## src/design/cfp_pkg.sv

```systemverilog
// cfp_pkg: shared types, codes and constants of the command frame parser.
// Used by every module in this folder but cfp_ram; depends on nothing.
package cfp_pkg;

	localparam int PARAM_DEPTH_DEF = 63;

	localparam int BYTE_W    = 8;
	localparam int LIMIT_W   = 7;
	localparam int STATUS_W  = 2;
	localparam int PCOUNT_W  = 6;
	localparam int CFG_IDX_W = 3;

	typedef logic [BYTE_W-1:0]   byte_t;
	typedef logic [STATUS_W-1:0] status_t;

	localparam status_t STATUS_OK       = 2'd0;
	localparam status_t STATUS_INVALID  = 2'd1;
	localparam status_t STATUS_MISMATCH = 2'd2;

	typedef enum logic [CFG_IDX_W-1:0] {
		REG_HEAD      = 3'd0,
		REG_TAIL      = 3'd1,
		REG_ID_LOW    = 3'd2,
		REG_ID_HIGH   = 3'd3,
		REG_BROADCAST = 3'd4,
		REG_LOCAL     = 3'd5,
		REG_LIMIT     = 3'd6
	} cfg_reg_t;

	localparam byte_t               HEAD_RST      = 8'd35;
	localparam byte_t               TAIL_RST      = 8'd10;
	localparam byte_t               ID_LOW_RST    = 8'd1;
	localparam byte_t               ID_HIGH_RST   = 8'd31;
	localparam byte_t               BROADCAST_RST = 8'd0;
	localparam byte_t               LOCAL_RST     = 8'd1;
	localparam logic [LIMIT_W-1:0] LIMIT_RST     = 7'd64;

	localparam byte_t CHAR_A = 8'h41;
	localparam byte_t CHAR_Z = 8'h5A;

	// controller -> datapath commands
	typedef struct packed {
		logic accept; // input word taken this cycle
		logic judge;  // latch frame status
		logic rd;     // read parameter store, advance item index
		logic load;   // load output register
		logic clear;  // drop frame state after last item
	} dp_cmd_t;

endpackage

```

## src/design/command_frame_parser.sv

```systemverilog
// command_frame_parser: top level of the byte-serial command frame parser.
// Depends on cfp_pkg, cfp_ctrl, cfp_datapath (which holds cfp_ram).
module command_frame_parser #(
	parameter int PARAM_DEPTH = cfp_pkg::PARAM_DEPTH_DEF
) (
	input  logic                          clk,
	input  logic                          arst_n,
	input  logic                          cfg_valid,
	output logic                          cfg_ready,
	input  logic [cfp_pkg::CFG_IDX_W-1:0] cfg_index,
	input  logic [cfp_pkg::BYTE_W-1:0]    cfg_data,
	input  logic                          in_valid,
	output logic                          in_ready,
	input  logic [cfp_pkg::BYTE_W-1:0]    data_byte,
	input  logic                          end_of_buffer,
	output logic                          out_valid,
	input  logic                          out_ready,
	output logic [cfp_pkg::STATUS_W-1:0]  status,
	output logic [cfp_pkg::BYTE_W-1:0]    node_id,
	output logic [cfp_pkg::BYTE_W-1:0]    command_letter,
	output logic [cfp_pkg::BYTE_W-1:0]    sub_letter,
	output logic [cfp_pkg::PCOUNT_W-1:0]  param_count,
	output logic                          has_params,
	output logic [cfp_pkg::BYTE_W-1:0]    param_byte,
	output logic                          last
);
	// Parses a received buffer one word per cycle while in_ready is high;
	// end_of_buffer flags the last byte. The first head byte opens a frame,
	// the next three bytes are taken as id, command letter and sub letter,
	// then bytes up to the first tail byte are parameters, kept in a
	// PARAM_DEPTH-entry RAM (count saturates at PARAM_DEPTH+1). Non-final
	// bytes produce nothing. After the final byte the block stops taking
	// input, judges the frame, then for each result word reads the RAM and
	// loads the output register. A run is n = parameter count words when
	// status is ok and parameters exist, else one word with has_params 0;
	// last marks its final word. Input reopens as soon as the final word is
	// loaded, so the next buffer streams in while that word waits on
	// out_ready.
	// Status checks, in order: no frame -> invalid; id out of range and not
	// broadcast -> invalid; id not local and not broadcast -> mismatch;
	// a letter outside A..Z -> invalid; count not below param_limit (or
	// above PARAM_DEPTH) -> invalid. Id, letters and count read as zero
	// unless status is ok. Config writes (index 0..6: head, tail, id_low,
	// id_high, broadcast, local, param_limit) are always accepted and must
	// be issued only while the block is idle; other indexes are ignored.
	import cfp_pkg::*;

	dp_cmd_t cmd;
	logic    last_item;

	assign cfg_ready = 1'b1;

	cfp_ctrl u_ctrl (
		.clk          (clk),
		.arst_n       (arst_n),
		.in_valid     (in_valid),
		.in_ready     (in_ready),
		.end_of_buffer(end_of_buffer),
		.out_valid    (out_valid),
		.out_ready    (out_ready),
		.last_item    (last_item),
		.cmd          (cmd)
	);

	cfp_datapath #(
		.PARAM_DEPTH(PARAM_DEPTH)
	) u_datapath (
		.clk           (clk),
		.arst_n        (arst_n),
		.cmd           (cmd),
		.last_item     (last_item),
		.cfg_we        (cfg_valid),
		.cfg_index     (cfg_index),
		.cfg_data      (cfg_data),
		.data_byte     (data_byte),
		.status        (status),
		.node_id       (node_id),
		.command_letter(command_letter),
		.sub_letter    (sub_letter),
		.param_count   (param_count),
		.has_params    (has_params),
		.param_byte    (param_byte),
		.last          (last)
	);

endmodule

```

## src/design/cfp_ram.sv

```systemverilog
// cfp_ram: generic single-write, single-read RAM with registered read data.
// Stand-alone; no package dependency.
module cfp_ram #(
	parameter int WIDTH = 8,
	parameter int DEPTH = 64,
	localparam int ADDR_W = (DEPTH > 1) ? $clog2(DEPTH) : 1
) (
	input  logic              clk,
	input  logic              we,
	input  logic [ADDR_W-1:0] waddr,
	input  logic [WIDTH-1:0]  wdata,
	input  logic              re,
	input  logic [ADDR_W-1:0] raddr,
	output logic [WIDTH-1:0]  rdata
);

	logic [WIDTH-1:0] mem_q [DEPTH];

	always_ff @(posedge clk) begin
		if (we) begin
			mem_q[waddr] <= wdata;
		end
		if (re) begin
			rdata <= mem_q[raddr];
		end
	end

endmodule

```

## src/design/cfp_ctrl.sv

```systemverilog
// cfp_ctrl: sequencer of the command frame parser (input gating, result run).
// Depends on cfp_pkg; drives cfp_datapath through dp_cmd_t.
module cfp_ctrl (
	input  logic             clk,
	input  logic             arst_n,
	input  logic             in_valid,
	output logic             in_ready,
	input  logic             end_of_buffer,
	output logic             out_valid,
	input  logic             out_ready,
	input  logic             last_item,
	output cfp_pkg::dp_cmd_t cmd
);
	import cfp_pkg::*;

	typedef enum logic [3:0] {
		ST_IDLE  = 4'b0001,
		ST_JUDGE = 4'b0010,
		ST_RD    = 4'b0100,
		ST_LOAD  = 4'b1000
	} ctrl_state_t;

	ctrl_state_t state_q, state_d;
	logic        out_valid_q;
	logic        out_free;

	assign out_free = !out_valid_q || out_ready;

	always_comb begin
		cmd.accept = (state_q == ST_IDLE) && in_valid;
		cmd.judge  = (state_q == ST_JUDGE);
		cmd.rd     = (state_q == ST_RD);
		cmd.load   = (state_q == ST_LOAD) && out_free;
		cmd.clear  = cmd.load && last_item;
	end

	always_comb begin
		state_d = state_q;
		case (state_q)
			ST_IDLE: begin
				if (cmd.accept && end_of_buffer) begin
					state_d = ST_JUDGE;
				end
			end
			ST_JUDGE: state_d = ST_RD;
			ST_RD:    state_d = ST_LOAD;
			ST_LOAD: begin
				if (cmd.load) begin
					state_d = last_item ? ST_IDLE : ST_RD;
				end
			end
			default:  state_d = ST_IDLE;
		endcase
	end

	always_ff @(posedge clk or negedge arst_n) begin
		if (!arst_n) begin
			state_q     <= ST_IDLE;
			out_valid_q <= 1'b0;
		end else begin
			state_q <= state_d;
			if (cmd.load) begin
				out_valid_q <= 1'b1;
			end else if (out_ready) begin
				out_valid_q <= 1'b0;
			end
		end
	end

	assign in_ready  = (state_q == ST_IDLE);
	assign out_valid = out_valid_q;

	// final word of a buffer always starts a judge
	a_fin_judge: assert property (@(posedge clk) disable iff (!arst_n)
		cmd.accept && end_of_buffer |=> state_q == ST_JUDGE)
		else $error("final word did not start judge");

	// a load never overwrites a pending result
	a_load_free: assert property (@(posedge clk) disable iff (!arst_n)
		(state_q == ST_LOAD) && !out_free |=> state_q == ST_LOAD)
		else $error("left load while output busy");

	// a loaded item is offered next cycle
	a_load_valid: assert property (@(posedge clk) disable iff (!arst_n)
		cmd.load |=> out_valid_q)
		else $error("loaded item not presented");

endmodule

```

## src/design/cfp_datapath.sv

```systemverilog
// cfp_datapath: config registers, frame parse state, parameter store, judge
// logic and output register. Depends on cfp_pkg and cfp_ram.
module cfp_datapath #(
	parameter int PARAM_DEPTH = cfp_pkg::PARAM_DEPTH_DEF
) (
	input  logic                            clk,
	input  logic                            arst_n,
	input  cfp_pkg::dp_cmd_t                cmd,
	output logic                            last_item,
	input  logic                            cfg_we,
	input  logic [cfp_pkg::CFG_IDX_W-1:0]   cfg_index,
	input  logic [cfp_pkg::BYTE_W-1:0]      cfg_data,
	input  logic [cfp_pkg::BYTE_W-1:0]      data_byte,
	output logic [cfp_pkg::STATUS_W-1:0]    status,
	output logic [cfp_pkg::BYTE_W-1:0]      node_id,
	output logic [cfp_pkg::BYTE_W-1:0]      command_letter,
	output logic [cfp_pkg::BYTE_W-1:0]      sub_letter,
	output logic [cfp_pkg::PCOUNT_W-1:0]    param_count,
	output logic                            has_params,
	output logic [cfp_pkg::BYTE_W-1:0]      param_byte,
	output logic                            last
);
	import cfp_pkg::*;

	localparam int CW     = $clog2(PARAM_DEPTH + 2);
	localparam int AW     = (PARAM_DEPTH > 1) ? $clog2(PARAM_DEPTH) : 1;
	localparam int CMP_W  = (CW > LIMIT_W) ? CW : LIMIT_W;

	typedef enum logic [3:0] {
		PH_SEARCH = 4'b0001,
		PH_HEADER = 4'b0010,
		PH_PARAMS = 4'b0100,
		PH_FOUND  = 4'b1000
	} phase_t;

	// configuration
	byte_t               head_q, tail_q, id_low_q, id_high_q, bcast_q, local_q;
	logic [LIMIT_W-1:0]  limit_q;

	// frame state
	phase_t      phase_q;
	logic [1:0]  pos_q;
	byte_t       id_q, cmd_q, sub_q;
	logic [CW-1:0] cnt_q;
	logic [CW-1:0] k_q;
	status_t     st_q;

	// store
	logic        ram_we;
	byte_t       ram_rdata;

	// judge
	status_t st_d;
	logic    bc, in_rng, letters_ok, count_bad, ok, hp;

	always_ff @(posedge clk or negedge arst_n) begin
		if (!arst_n) begin
			head_q    <= HEAD_RST;
			tail_q    <= TAIL_RST;
			id_low_q  <= ID_LOW_RST;
			id_high_q <= ID_HIGH_RST;
			bcast_q   <= BROADCAST_RST;
			local_q   <= LOCAL_RST;
			limit_q   <= LIMIT_RST;
		end else if (cfg_we) begin
			case (cfg_reg_t'(cfg_index))
				REG_HEAD:      head_q    <= cfg_data;
				REG_TAIL:      tail_q    <= cfg_data;
				REG_ID_LOW:    id_low_q  <= cfg_data;
				REG_ID_HIGH:   id_high_q <= cfg_data;
				REG_BROADCAST: bcast_q   <= cfg_data;
				REG_LOCAL:     local_q   <= cfg_data;
				REG_LIMIT:     limit_q   <= cfg_data[LIMIT_W-1:0];
				default:       ;
			endcase
		end
	end

	assign ram_we = cmd.accept && (phase_q == PH_PARAMS) && (data_byte != tail_q)
		&& (cnt_q < CW'(PARAM_DEPTH));

	always_ff @(posedge clk or negedge arst_n) begin
		if (!arst_n) begin
			phase_q <= PH_SEARCH;
			pos_q   <= 2'd0;
			cnt_q   <= '0;
			k_q     <= '0;
			st_q    <= STATUS_INVALID;
		end else begin
			if (cmd.clear) begin
				phase_q <= PH_SEARCH;
				pos_q   <= 2'd0;
				cnt_q   <= '0;
			end else if (cmd.accept) begin
				case (phase_q)
					PH_SEARCH: begin
						if (data_byte == head_q) begin
							phase_q <= PH_HEADER;
							pos_q   <= 2'd0;
						end
					end
					PH_HEADER: begin
						if (pos_q == 2'd2) begin
							phase_q <= PH_PARAMS;
						end else begin
							pos_q <= pos_q + 2'd1;
						end
					end
					PH_PARAMS: begin
						if (data_byte == tail_q) begin
							phase_q <= PH_FOUND;
						end else if (cnt_q <= CW'(PARAM_DEPTH)) begin
							cnt_q <= cnt_q + 1'b1;
						end
					end
					default: ;
				endcase
			end
			if (cmd.judge) begin
				st_q <= st_d;
				k_q  <= '0;
			end else if (cmd.rd) begin
				k_q <= k_q + 1'b1;
			end
		end
	end

	// header bytes, payload only
	always_ff @(posedge clk) begin
		if (cmd.accept && phase_q == PH_HEADER) begin
			case (pos_q)
				2'd0:    id_q  <= data_byte;
				2'd1:    cmd_q <= data_byte;
				default: sub_q <= data_byte;
			endcase
		end
	end

	cfp_ram #(
		.WIDTH(BYTE_W),
		.DEPTH(PARAM_DEPTH)
	) u_store (
		.clk  (clk),
		.we   (ram_we),
		.waddr(cnt_q[AW-1:0]),
		.wdata(data_byte),
		.re   (cmd.rd),
		.raddr(k_q[AW-1:0]),
		.rdata(ram_rdata)
	);

	always_comb begin
		bc         = (id_q == bcast_q);
		in_rng     = (id_q >= id_low_q) && (id_q <= id_high_q);
		letters_ok = (cmd_q >= CHAR_A) && (cmd_q <= CHAR_Z)
			&& (sub_q >= CHAR_A) && (sub_q <= CHAR_Z);
		count_bad  = (cnt_q > CW'(PARAM_DEPTH)) || (CMP_W'(cnt_q) >= CMP_W'(limit_q));
		if (phase_q != PH_FOUND) begin
			st_d = STATUS_INVALID;
		end else if (!bc && !in_rng) begin
			st_d = STATUS_INVALID;
		end else if (!bc && (id_q != local_q)) begin
			st_d = STATUS_MISMATCH;
		end else if (!letters_ok || count_bad) begin
			st_d = STATUS_INVALID;
		end else begin
			st_d = STATUS_OK;
		end
	end

	assign ok        = (st_q == STATUS_OK);
	assign hp        = ok && (cnt_q != '0);
	// k_q already advanced past the item being loaded
	assign last_item = hp ? (k_q == cnt_q) : 1'b1;

	always_ff @(posedge clk) begin
		if (cmd.load) begin
			status         <= st_q;
			node_id        <= ok ? id_q : '0;
			command_letter <= ok ? cmd_q : '0;
			sub_letter     <= ok ? sub_q : '0;
			param_count    <= ok ? PCOUNT_W'(cnt_q) : '0;
			has_params     <= hp;
			param_byte     <= hp ? ram_rdata : '0;
			last           <= last_item;
		end
	end

	a_cnt_sat: assert property (@(posedge clk) disable iff (!arst_n)
		cnt_q <= CW'(PARAM_DEPTH + 1))
		else $error("parameter count past saturation");

	a_no_frame: assert property (@(posedge clk) disable iff (!arst_n)
		cmd.judge && (phase_q != PH_FOUND) |=> st_q == STATUS_INVALID)
		else $error("unfound frame not judged invalid");

	a_clear: assert property (@(posedge clk) disable iff (!arst_n)
		cmd.clear |=> (phase_q == PH_SEARCH) && (cnt_q == '0))
		else $error("frame state not dropped after run");

endmodule

```

## config.mk

```make
export PLATFORM = sky130hd
export DESIGN_NAME = command_frame_parser
export DESIGN_NICKNAME = d
export VERILOG_FILES = /design/src/design/cfp_pkg.sv /design/src/design/command_frame_parser.sv /design/src/design/cfp_ram.sv /design/src/design/cfp_ctrl.sv /design/src/design/cfp_datapath.sv
export SDC_FILE = /design/constraint.sdc
export NUM_CORES = 1
export LEC_CHECK = 0
export BUFFER_PORTS_ARGS = -buffer_cell sky130_fd_sc_hd__buf_4
export CORE_ASPECT_RATIO = 0.75
export CORE_MARGIN = 5
export CORE_UTILIZATION = 35
export DETAILED_ROUTE_END_ITERATION = 6
export PLACE_DENSITY = 0.47
export SLEW_MARGIN = 20
export SYNTH_ARGS = -nofsm -noshare
export SYNTH_HDL_FRONTEND = slang
export SYNTH_SLANG_ARGS = --single-unit
```

## constraint.sdc

```tcl
create_clock -name clk -period 6.1 [get_ports clk]
set_clock_uncertainty 0.1 [all_clocks]
set_input_delay 0.305 -clock clk [delete_from_list [all_inputs] [get_ports clk]]
set_output_delay 0.305 -clock clk [all_outputs]
set_load 0.1 [all_outputs]
```

==> metrics.md <==
| Metric | Value |
|---|---|
| Status | `completed` |
| Core area | `75200 um^2` |
| ANT nets after route | `0` |
| Most common cell after layout, fill and taps aside | `edfxtp_1` |
| Post-synthesis adder-cell area fraction | `1.36%` |
| H-tree levels | `3` |
| Largest area contributor in the netlist | `edfxtp_1` |
| Global Route Usage Sum | `18.0%` |
| I/O pin cnt | `70` |
| Area share of and/or/nand/nor cells after synthesis | `5.64%` |
| HPWL Detailed | `47500 um` |
| Clock sink total | `660` |
| Worst skew pair latency | `0.61 ns` |
| PnR Total Power | `11.0 mW` |
| Initial Util | `35.3%` |
| Vias | `14.1k` |
| Wire length on met2 | `31600 um` |
| GR Overflow Total | `0` |
| Crit path largest cell delay | `0.75 ns` |
| Worst-path clk slew | `0.06 ns` |
| Critical path's slowest cell | `or3_1` |
| Worst path arrival time | `4.12 ns` |
| 1st-iter DRT viols | `1448` |
| Initial antenna violation count | `0` |
| Largest family of logic cells by synthesized area | `multiplexers` |
| Reg-to-Reg Start | `u_ctrl.state_q[0]` |
| CTS-repair resized insts | `0` |
| Leak pwr | `9.96 nW` |
| Seq/Total Area, Yosys | `73.1%` |
| Vias per cell | `5.29` |
| Area Overhead vs Synth | `15.0%` |
| RSZ-0062 raised after global routing | `no` |
| Compound-Gate Fraction of Synth Area | `4.00%` |
| DRC viols | `0` |
| Async SR Flop Fraction | `12.4%` |
| Fmax | `250 MHz` |
| Critical path depth | `6` |
| Clk Tree Root Cell | `clkbuf_16` |
| Ys flop type | `edfxtp_1` |
| Top cell type's share of synthesized area | `65.3%` |
| Largest cells by area after synthesis | `edfxtp_1 (65%), mux4_2 (9.2%), dfrtp_1 (6.2%)` |
| CP Launch Type | `flip-flop` |
| Mapped Area | `26600 um^2` |
| Post-synth EDFFs | `578` |
| Final period utilization | `65.5%` |
| P per Cell Area | `359 nW/um^2` |
| Commonest cells after routing, fill and taps aside | `edfxtp_1 (578), mux4_2 (109), buf_4 (102)` |
| RD Place Congestion | `0.830` |
| CP bufs+invs | `0` |
| Vias in the first global route | `14.1k` |
| CTS tree | `done` |
| Period minus WS final | `3.99 ns` |
| R2r worst-path depth | `6` |
| Portion of netlist area occupied by mux cells | `12.6%` |
| Top fanout value on the critical path | `13` |
| CP Capture Point | `u_datapath.u_store.mem_q[14][3]` |
| Setup WS post-layout | `2.11 ns` |
| Worst slew pin tran | `1.01 ns` |
| Final TNS setup | `0 ns` |
| R2R Setup Slk | `2.11 ns` |
| Reg-to-reg endpoint | `u_datapath.u_store.mem_q[14][3]` |
| Row count | `87` |
| Nets | `1639` |
| Max clock buf depth | `3` |
| Crit Path Category | `flip-flop to flip-flop` |
| Seq cells post-synth | `660` |
| Overall die width | `328 um` |
| XOR/XNOR Fraction of Synth Area | `1.61%` |
| Largest net degree at the start of global routing | `52` |
| Max Slew Vio Count | `0` |
| Slew headroom | `31.9%` |
| Max-Cap Viols | `0` |
| Met3 wire length | `5550 um` |
| Drt total wl | `74100 um` |
| Syn_area_per_cell | `18.1 um^2` |
| Layout cells sized above 1 | `23.9%` |
| Final setup violation count | `0` |
| First-pass GRT wire length | `106000 um` |
| Met1 wire length | `35700 um` |
| IO buf count | `68` |
| Die ar. | `81600 um^2` |
| Cts bufs inserted | `67` |
| Critical Path Start | `u_ctrl.state_q[0]` |
| Top Layer Used | `met4` |
| Ys Warns | `0` |
| Detailed-route wire length per cell | `27.9 um` |
| Max VDD drop | `0.000193 V` |
| Hold Vio Cnt, Final | `0` |
| Cells after synthesis | `1470` |
| Crit-path cells | `nor4b_4, nand2_1, a211oi_2, nand3b_1, or3_1, nor2_1` |
| Required @ worst endpoint | `6.23 ns` |
| Chip Height | `249 um` |
| Synth unique cells | `61` |
| Dpl ws | `2.08 ns` |
| Critical path's top delay family | `simple AND/OR/NAND/NOR gates` |
| Synthesized net count | `1524` |
| CP endpoint kind | `flip-flop` |
| DRT Pass-1 Iters | `5` |
| Hold Path Class | `primary input to flip-flop` |
[per-layer routing]
metal / global-route usage [%] / vias to the layer above
met5: 0 / -
met4: 3.49 / 0
met3: 4.92 / 79
met2: 25.4 / 492
met1: 27.9 / 7428
li1: - / 6059
[sequential cells by signal, summed over array words and instances, names as in the netlist, 8 cells and up]
| name | cells |
|---|---|
| u_datapath.sub_letter | 8 |
| u_datapath.bcast_q | 8 |
| u_datapath.local_q | 8 |
| u_datapath.head_q | 8 |
| u_datapath.param_byte | 8 |
| u_datapath.id_q | 8 |
| u_datapath.tail_q | 8 |
| u_datapath.cmd_q | 8 |
| u_datapath.id_high_q | 8 |
| u_datapath.u_store.mem_q | 504 |
| u_datapath.u_store.rdata | 8 |
| u_datapath.id_low_q | 8 |
| u_datapath.sub_q | 8 |
| u_datapath.node_id | 8 |
| u_datapath.command_letter | 8 |
[cell families after synthesis]
family	Yosys count
xor+xnor	49
flops	660
fa+ha+maj	29
other cells	1
compound gates	150
buf+inv	99
mux	191
simple gates	291
[synth_stat cells, drive strengths merged, types with 10 or more instances]
cell / count
nand2: 43
o21ai: 26
a211oi: 12
o221ai: 12
xnor2: 23
a22o: 13
mux2: 53
mux4: 109
nor3: 22
dfrtp: 66
buf: 36
inv: 30
a221oi: 13
dfstp: 16
nor2: 101
and2: 40
a21oi: 25
o22ai: 22
mux2i: 29
nand4: 15
xor2: 26
ha: 29
edfxtp: 578
clkbuf: 33
nand3: 10
[power breakdown]
group          internal, mW  switching [mW]  leakage (nW)  total, mW
clock network          2.32            1.72          1.03       4.04
registers              5.06           0.179          6.19       5.24
logic                 0.776           0.915          2.73       1.69
total                  8.16            2.81          9.96       11.0
[cell type report]
class                      instances  area [um^2]
inverter                          30          113
multi-input combinational        711         6730
antenna                            2         5.00
timing repair buffer             115          896
tap                             1023         1280
fill                            6775        44700
clock inverter                    30          248
sequential                       660        19400
clock buffer                      85         1860
[metrics by stage]
stage                     hold slack (ns)  instance area (um^2)  util, %  cells
after floorplan                   -0.0906                 26600        -   1470
after global placement              0.238                 28300     37.7   2526
after global routing               0.0108                 30600     40.6   2654
final                              0.0346                 30600     40.6   2656
after CTS                         0.00113                 30600     40.6   2654
after detailed placement            0.244                 28300     37.7   2526
[what timing repair did]
action                                 CTS  global route
endpoints found under the hold margin  103             0
hold buffers                            13             0
buffers inserted                         0             0
[worst min path at each step]
stage | startpoint | slack (ns) | end | cells past startpoint
finish | data_byte[5] | 0.03 | u_datapath.u_store.mem_q[30][5] | 1
floorplan | arst_n | -0.09 | u_ctrl.out_valid | 0
global placement | arst_n | 0.24 | u_datapath.id_low_q[7] | 1
CTS | data_byte[1] | 0.001 | u_datapath.u_store.mem_q[52][1] | 1
detailed placement | arst_n | 0.24 | u_datapath.id_low_q[7] | 1
global route | data_byte[1] | 0.01 | u_datapath.u_store.mem_q[50][1] | 1
No activity file was read; power rests on OpenSTA's default activity.
